[src/hdl/hee_pkg.sv]
// Package: types, codes and the entity text table of the escaper core.
package hee_pkg;

  // Bytes that take a named entity.
  localparam logic [7:0] CHR_QUOT = 8'h22;
  localparam logic [7:0] CHR_AMP  = 8'h26;
  localparam logic [7:0] CHR_LT   = 8'h3C;
  localparam logic [7:0] CHR_GT   = 8'h3E;

  // Upper three bits shared by the Latin-1 range 0xA0 to 0xBF.
  localparam logic [2:0] LATIN_TOP = 3'b101;

  // Entity indexes into the text table.
  localparam logic [5:0] ENT_QUOT       = 6'd0;
  localparam logic [5:0] ENT_AMP        = 6'd1;
  localparam logic [5:0] ENT_LT         = 6'd2;
  localparam logic [5:0] ENT_GT         = 6'd3;
  localparam logic [5:0] ENT_LATIN_BASE = 6'd4;

  // Queue between the front and back parts.
  localparam int QDEPTH = 4;
  localparam int QPTR_W = 2;
  localparam int QCNT_W = 3;

  // One classified request as it travels through the queue.
  typedef struct packed {
    logic       is_ent;
    logic [5:0] idx;
    logic [7:0] raw;
  } qent_t;

  // Write side of the queue.
  typedef struct packed {
    logic  push;
    qent_t entry;
  } qpush_t;

  // Read side of the queue.
  typedef struct packed {
    logic  valid;
    qent_t entry;
  } qhead_t;

  // Entity text, first character in the highest used byte.
  typedef struct packed {
    logic [2:0]  len_m1;
    logic [63:0] text;
  } ent_t;

  // Entity text table, one arm per entity.
  function automatic ent_t ent_lookup(input logic [5:0] idx);
    ent_t r;
    unique case (idx)
      ENT_QUOT: r = '{3'd5, 64'("&quot;")};
      ENT_AMP:  r = '{3'd4, 64'("&amp;")};
      ENT_LT:   r = '{3'd3, 64'("&lt;")};
      ENT_GT:   r = '{3'd3, 64'("&gt;")};
      6'd4:  r = '{3'd5, 64'("&nbsp;")};
      6'd5:  r = '{3'd6, 64'("&iexcl;")};
      6'd6:  r = '{3'd5, 64'("&cent;")};
      6'd7:  r = '{3'd6, 64'("&pound;")};
      6'd8:  r = '{3'd7, 64'("&curren;")};
      6'd9:  r = '{3'd4, 64'("&yen;")};
      6'd10: r = '{3'd7, 64'("&brvbar;")};
      6'd11: r = '{3'd5, 64'("&sect;")};
      6'd12: r = '{3'd4, 64'("&uml;")};
      6'd13: r = '{3'd5, 64'("&copy;")};
      6'd14: r = '{3'd5, 64'("&ordf;")};
      6'd15: r = '{3'd6, 64'("&laquo;")};
      6'd16: r = '{3'd4, 64'("&not;")};
      6'd17: r = '{3'd4, 64'("&shy;")};
      6'd18: r = '{3'd4, 64'("&reg;")};
      6'd19: r = '{3'd5, 64'("&macr;")};
      6'd20: r = '{3'd4, 64'("&deg;")};
      6'd21: r = '{3'd7, 64'("&plusmn;")};
      6'd22: r = '{3'd5, 64'("&sup2;")};
      6'd23: r = '{3'd5, 64'("&sup3;")};
      6'd24: r = '{3'd6, 64'("&acute;")};
      6'd25: r = '{3'd6, 64'("&micro;")};
      6'd26: r = '{3'd5, 64'("&para;")};
      6'd27: r = '{3'd7, 64'("&middot;")};
      6'd28: r = '{3'd6, 64'("&cedil;")};
      6'd29: r = '{3'd5, 64'("&sup1;")};
      6'd30: r = '{3'd5, 64'("&ordm;")};
      6'd31: r = '{3'd6, 64'("&raquo;")};
      6'd32: r = '{3'd7, 64'("&frac14;")};
      6'd33: r = '{3'd7, 64'("&frac12;")};
      6'd34: r = '{3'd7, 64'("&frac34;")};
      6'd35: r = '{3'd7, 64'("&iquest;")};
      default: r = '{3'd0, 64'd0};
    endcase
    return r;
  endfunction

endpackage

[src/hdl/hee_front.sv]
// Front part: takes input bytes and classifies them for the queue.
module hee_front (
  input  logic                 in_valid,
  output logic                 in_ready,
  input  logic [7:0]           in_byte,
  input  logic                 q_full,
  output hee_pkg::qpush_t      q_push
);

  // A request is taken whenever the queue has room.
  assign in_ready = !q_full;

  // Classify the byte into pass-through or an entity index.
  always_comb begin
    q_push.push         = in_valid && !q_full;
    q_push.entry.raw    = in_byte;
    q_push.entry.is_ent = 1'b1;
    q_push.entry.idx    = hee_pkg::ENT_QUOT;
    unique case (in_byte)
      hee_pkg::CHR_QUOT: q_push.entry.idx = hee_pkg::ENT_QUOT;
      hee_pkg::CHR_AMP:  q_push.entry.idx = hee_pkg::ENT_AMP;
      hee_pkg::CHR_LT:   q_push.entry.idx = hee_pkg::ENT_LT;
      hee_pkg::CHR_GT:   q_push.entry.idx = hee_pkg::ENT_GT;
      default: begin
        if (in_byte[7:5] == hee_pkg::LATIN_TOP) begin
          q_push.entry.idx = hee_pkg::ENT_LATIN_BASE + {1'b0, in_byte[4:0]};
        end else begin
          q_push.entry.is_ent = 1'b0;
        end
      end
    endcase
  end

endmodule

[src/hdl/hee_queue.sv]
// Short queue of classified requests between the front and back parts.
module hee_queue (
  input  logic            clk,
  input  logic            rst,
  input  hee_pkg::qpush_t q_push,
  output logic            q_full,
  output hee_pkg::qhead_t q_head,
  input  logic            q_pop
);

  hee_pkg::qent_t                 entries [hee_pkg::QDEPTH];
  logic [hee_pkg::QPTR_W-1:0]     wr_ptr;
  logic [hee_pkg::QPTR_W-1:0]     rd_ptr;
  logic [hee_pkg::QCNT_W-1:0]     count;
  logic                           do_push;
  logic                           do_pop;

  assign q_full       = (count == hee_pkg::QCNT_W'(hee_pkg::QDEPTH));
  assign do_push      = q_push.push && !q_full;
  assign do_pop       = q_pop && (count != '0);
  assign q_head.valid = (count != '0);
  assign q_head.entry = entries[rd_ptr];

  // Pointers and fill count.
  always_ff @(posedge clk) begin
    if (rst) begin
      wr_ptr <= '0;
      rd_ptr <= '0;
      count  <= '0;
    end else begin
      if (do_push) begin
        wr_ptr <= wr_ptr + hee_pkg::QPTR_W'(1);
      end
      if (do_pop) begin
        rd_ptr <= rd_ptr + hee_pkg::QPTR_W'(1);
      end
      if (do_push && !do_pop) begin
        count <= count + hee_pkg::QCNT_W'(1);
      end else if (do_pop && !do_push) begin
        count <= count - hee_pkg::QCNT_W'(1);
      end
    end
  end

  // Entry storage.
  always_ff @(posedge clk) begin
    if (do_push) begin
      entries[wr_ptr] <= q_push.entry;
    end
  end

endmodule

[src/hdl/hee_back.sv]
// Back part: spells out each queued request one character per cycle while the output is not stalled.
module hee_back (
  input  logic            clk,
  input  logic            rst,
  input  hee_pkg::qhead_t q_head,
  output logic            q_pop,
  output logic            out_valid,
  input  logic            out_ready,
  output logic [7:0]      out_char,
  output logic            run_last
);

  hee_pkg::ent_t ent;
  logic [2:0]    pos;
  logic [7:0]    char_next;
  logic          last_next;
  logic          load;

  // Character at the current position of the head request.
  always_comb begin
    ent = hee_pkg::ent_lookup(q_head.entry.idx);
    if (q_head.entry.is_ent) begin
      char_next = ent.text[{ent.len_m1 - pos, 3'b000} +: 8];
      last_next = (pos == ent.len_m1);
    end else begin
      char_next = q_head.entry.raw;
      last_next = 1'b1;
    end
  end

  // The output register refills whenever a request waits and it is empty or being drained.
  assign load  = q_head.valid && (!out_valid || out_ready);
  assign q_pop = load && last_next;

  // Output valid and position within the run.
  always_ff @(posedge clk) begin
    if (rst) begin
      out_valid <= 1'b0;
      pos       <= '0;
    end else begin
      if (!out_valid || out_ready) begin
        out_valid <= q_head.valid;
      end
      if (load) begin
        pos <= last_next ? 3'd0 : pos + 3'd1;
      end
    end
  end

  // Output payload.
  always_ff @(posedge clk) begin
    if (load) begin
      out_char <= char_next;
      run_last <= last_next;
    end
  end

endmodule

[src/hdl/html_entity_escaper_core.sv]
// Top level of the HTML entity escaper: front, queue and back parts.
//
//   channel  direction  handshake             payload
//   in       sink       in_valid / in_ready   in_byte
//   out      source     out_valid / out_ready out_char, run_last
//
// Each request yields one character per cycle while out_ready is high: a plain
// byte yields one character, an entity as many as it has (four to eight).
// The back part's single output register sets that pace.
// A four-entry queue lets the input keep taking requests while an entity
// is spelled out or the output is stalled; in_ready drops when it is full.
// Reset empties the queue and the output register; no clearing pass.
module html_entity_escaper_core (
  input  logic       clk,
  input  logic       rst,
  input  logic       in_valid,
  output logic       in_ready,
  input  logic [7:0] in_byte,
  output logic       out_valid,
  input  logic       out_ready,
  output logic [7:0] out_char,
  output logic       run_last
);

  hee_pkg::qpush_t q_push;
  hee_pkg::qhead_t q_head;
  logic            q_full;
  logic            q_pop;

  // Classification of incoming requests.
  hee_front u_front (
    .in_valid (in_valid),
    .in_ready (in_ready),
    .in_byte  (in_byte),
    .q_full   (q_full),
    .q_push   (q_push)
  );

  // Decoupling queue.
  hee_queue u_queue (
    .clk    (clk),
    .rst    (rst),
    .q_push (q_push),
    .q_full (q_full),
    .q_head (q_head),
    .q_pop  (q_pop)
  );

  // Character generation.
  hee_back u_back (
    .clk       (clk),
    .rst       (rst),
    .q_head    (q_head),
    .q_pop     (q_pop),
    .out_valid (out_valid),
    .out_ready (out_ready),
    .out_char  (out_char),
    .run_last  (run_last)
  );

endmodule

[config.mk]
export PLATFORM = sky130hd
export DESIGN_NAME = html_entity_escaper_core
export DESIGN_NICKNAME = d
export VERILOG_FILES = /design/src/hdl/hee_pkg.sv /design/src/hdl/hee_front.sv /design/src/hdl/hee_queue.sv /design/src/hdl/hee_back.sv /design/src/hdl/html_entity_escaper_core.sv
export SDC_FILE = /design/constraint.sdc
export NUM_CORES = 1
export LEC_CHECK = 0
export BUFFER_PORTS_ARGS = -buffer_cell sky130_fd_sc_hd__buf_2
export CAP_MARGIN = 5
export CELL_PAD_IN_SITES_DETAIL_PLACEMENT = 0
export CELL_PAD_IN_SITES_GLOBAL_PLACEMENT = 1
export CORE_ASPECT_RATIO = 1.1
export CORE_MARGIN = 5
export CORE_UTILIZATION = 45
export DETAILED_ROUTE_END_ITERATION = 6
export GPL_ROUTABILITY_DRIVEN = 1
export GPL_TIMING_DRIVEN = 0
export PLACE_DENSITY = 0.78
export SLEW_MARGIN = 40
export SYNTH_ARGS = -nofsm -noshare
export SYNTH_HDL_FRONTEND = slang
export SYNTH_MEMORY_MAX_BITS = 65536
export SYNTH_SLANG_ARGS = --single-unit
export TNS_END_PERCENT = 20
[constraint.sdc]
create_clock -name clk -period 4.6 [get_ports clk]
set_clock_uncertainty 0.2 [all_clocks]
set_input_delay 0.92 -clock clk [delete_from_list [all_inputs] [get_ports clk]]
set_output_delay 0.92 -clock clk [all_outputs]
set_load 0.01 [all_outputs]
==> metrics.yaml <==
status:
  status: "complete, no violations"
sta:
  slew_headroom_pct: 46.7
  final_max_slew_viol_count: 0
  fin_crit_ps: 4500
  final_hold_viol_count: 0
  timing_worst_slew_pin_value_ps: 799
  finalSetupViolCount: 0
  clock.fmax_mhz: 222
  period_share_pct: 97.9
yosys:
  syn_inst: 543
  synth_mux_area_share_pct: 10.4
  synth_seq_area_share_pct: 42.2
  synthesis.nets: 581
  synthAdderAreaFrac_pct: 6.16
  ys.flop_type: "edfxtp_1"
  ys_ff_latch: 82
  synth_area_per_cell_um2: 10.2
  synth_simple_gate_area_share_pct: 13.8
  synth_xor_area_share_pct: 1.56
  yosysTopAreaCellShare_pct: 37.5
  synth_warnings: 0
  synth_compound_area_share_pct: 20.5
  synth_area_mm2: 0.00553
  synth_top_family_by_area: "compound AO/OA/AOI/OAI gates"
  synthTopCellsByArea: "edfxtp_1, ha_1, mux4_2, dfxtp_1, mux2i_1"
  synth_edf_count: 69
  yosysUniqueCellTypes: 70
  yosys.area.top_type: "edfxtp_1"
  synthArstFlopShare_pct: 0
grt:
  grt_max_degree: 18
  grt-ovfl-total: 0
  grt_usage_pct: 26.0
  grt_pass1_wl_mm: 28.5
  grt_pass1_vias: 4880
  antenna_found_initial: 0
worst_setup_path:
  cp_common_cell: "buf_4"
  critPathArrivalTime_ps: 4370
  endpoint_kind: "flop"
  start_kind: "flop"
  cp_max_fo: 7
  crit_chain: "mux4_2 -> inv_4 -> ha_4 -> clkbuf_16 -> o211ai_1 -> buf_4 -> buf_4 -> buf_4 -> buf_4 -> buf_4 -> buf_4 -> buf_4 -> buf_4 -> buf_4 -> buf_4 -> buf_4 -> buf_4 -> buf_4 -> buf_4 -> buf_4 -> a211oi_2 -> or3_1 -> o211ai_1 -> a31oi_1"
  cp.required_ps: 4470
  reg2regPathDepth: 24
  max_stage_delay_ps: 660
  critical_path_class: "flop to flop"
  crit_slowest_cell: "mux4_2"
die:
  die-area_mm2: 0.0146
  core_area_mm2: 0.0120
  die_h_um: 126
  die_width_um: 116
  num_rows: 42
  start_util_pct: 45.9
  ioPinCount: 23
cells_and_area:
  nets: 656
  n_antenna_cell: 0
  drive_gt1_share_pct: 28.1
  most-common-layout-cells: "edfxtp_1, buf_4, nand2_1"
  syn_to_final_growth_pct: 21.4
  layout_commonest_cell: "edfxtp_1"
  final_util_pct: 55.8
clocking:
  insertion_delay_ps: 340
  clkTransAtPathRegs_ps: 70
  hold_buffers: 0
  root_buffer: "clkbuf_16"
  cts_buffer_depth: 2
  cts_buffers: 9
  clock-sinks: 82
  htreeDepth: 3
  cts_tree: "yes"
worst_hold_path:
  hold_depth: 2
  hold_path_class: "flop to flop"
placed_design:
  globalplace.congestion: 0.986
  port_buffers: 22
  post-dp-hpwl_mm: 12.9
routing:
  routed_via_density: 6.37
  postRouteWirelength_mm: 18.9
  ant_nets: 0
  drcViolationCount: 0
  wl_per_cell_um: 24.3
  dr.pass1.iters: 5
  via_count: 4948
  drt_iter0_markers: 571
flow_run:
  drv_cap: 0
## state kept, by name, indices dropped and copies added (netlist names), named ones only
signal,count
u_queue.count,3
u_queue.wr_ptr,2
u_queue.rd_ptr,2
u_back.run_last,1
u_back.out_valid,1
u_back.out_char,8
u_queue.entries,60
u_back.pos,3
## layout make-up
class / count / area (um2)
Multi-Input combinational cell: 392 / 3060
Tap cell: 154 / 193
Sequential cell: 82 / 2340
Inverter: 25 / 110
Buffer: 36 / 220
Clock buffer: 9 / 225
Fill cell: 1064 / 5320
Timing Repair Buffer: 72 / 493
Clock inverter: 7 / 70.1
## path summary, 6_finish.rpt
kind,start,endpoint,slack (ps)
min reg2reg,u_back.out_valid$_SDFFE_PP0N_,u_back.out_valid$_SDFFE_PP0N_,270
min,u_back.out_valid$_SDFFE_PP0N_,u_back.out_valid$_SDFFE_PP0N_,270
max reg2reg,flop,u_back.out_char[1]$_DFFE_PP_,100
max,flop,u_back.out_char[1]$_DFFE_PP_,100
## timing repair
action	CTS	global route
resized for setup	37	36
pin swaps	9	15
buffers inserted	31	18
cloned	0	0
endpoints found under the setup margin	18	9
## Yosys cell counts, drive strengths merged, types with 6 or more instances
cell and number:
a21oi 34, a31oi 8, and2 8, and3 8, buf 21, clkbuf 23, dfxtp 13, edfxtp 69
ha 24, inv 25, mux2 6, mux2i 21, mux4 13, nand2 49, nand2b 9, nand3 9
nor2 44, nor2b 6, nor3 9, o211ai 17, o21ai 24, o311ai 10, o31ai 7, xor2 6
## worst max-delay path, delay by kind of cell (launching register included)
kind,cells,cell delay (ps)
muxes,1,660
adders and majority gates,1,220
and+or+nand+nor,1,370
DFF,1,420
AOI/OAI and AO/OA,4,610
buffers and inverters,17,1760
## logic make-up after synthesis
logic type,Yosys count
flops,82
simple gates,159
buf+inv,69
fa+ha+maj,26
compound gates,158
xor+xnor,9
mux,40
## per-stage QoR
| stage | TNS, ps | cells | setup slack (ps) | instance area (um2) | hold WS (ps) |
|---|---|---|---|---|---|
| floorplan | 0 | 543 | 42.8 | 5530 | 257 |
| global placement | -19200 | 719 | -1550 | 5840 | 250 |
| detailed placement | -16840 | 719 | -1450 | 5840 | 258 |
| CTS | -4.41 | 760 | -4.41 | 6490 | 270 |
| global route | -26.3 | 777 | -21.9 | 6710 | 282 |
| finish | 0 | 777 | 95.1 | 6710 | 270 |
## layer usage
| metal | track usage (%) | vias to the layer above | part of all wire (%) |
|---|---|---|---|
| li1 | - | 2219 | - |
| met1 | 33.8 | 2365 | 39 |
| met2 | 40.0 | 272 | 47 |
| met3 | 4.46 | 92 | 7.9 |
| met4 | 16.2 | 0 | 6.3 |
| met5 | 0 | - | 0 |
Power is not shown: default switching activity piles up to over one toggle a cycle in this logic, so the estimate is an artifact.
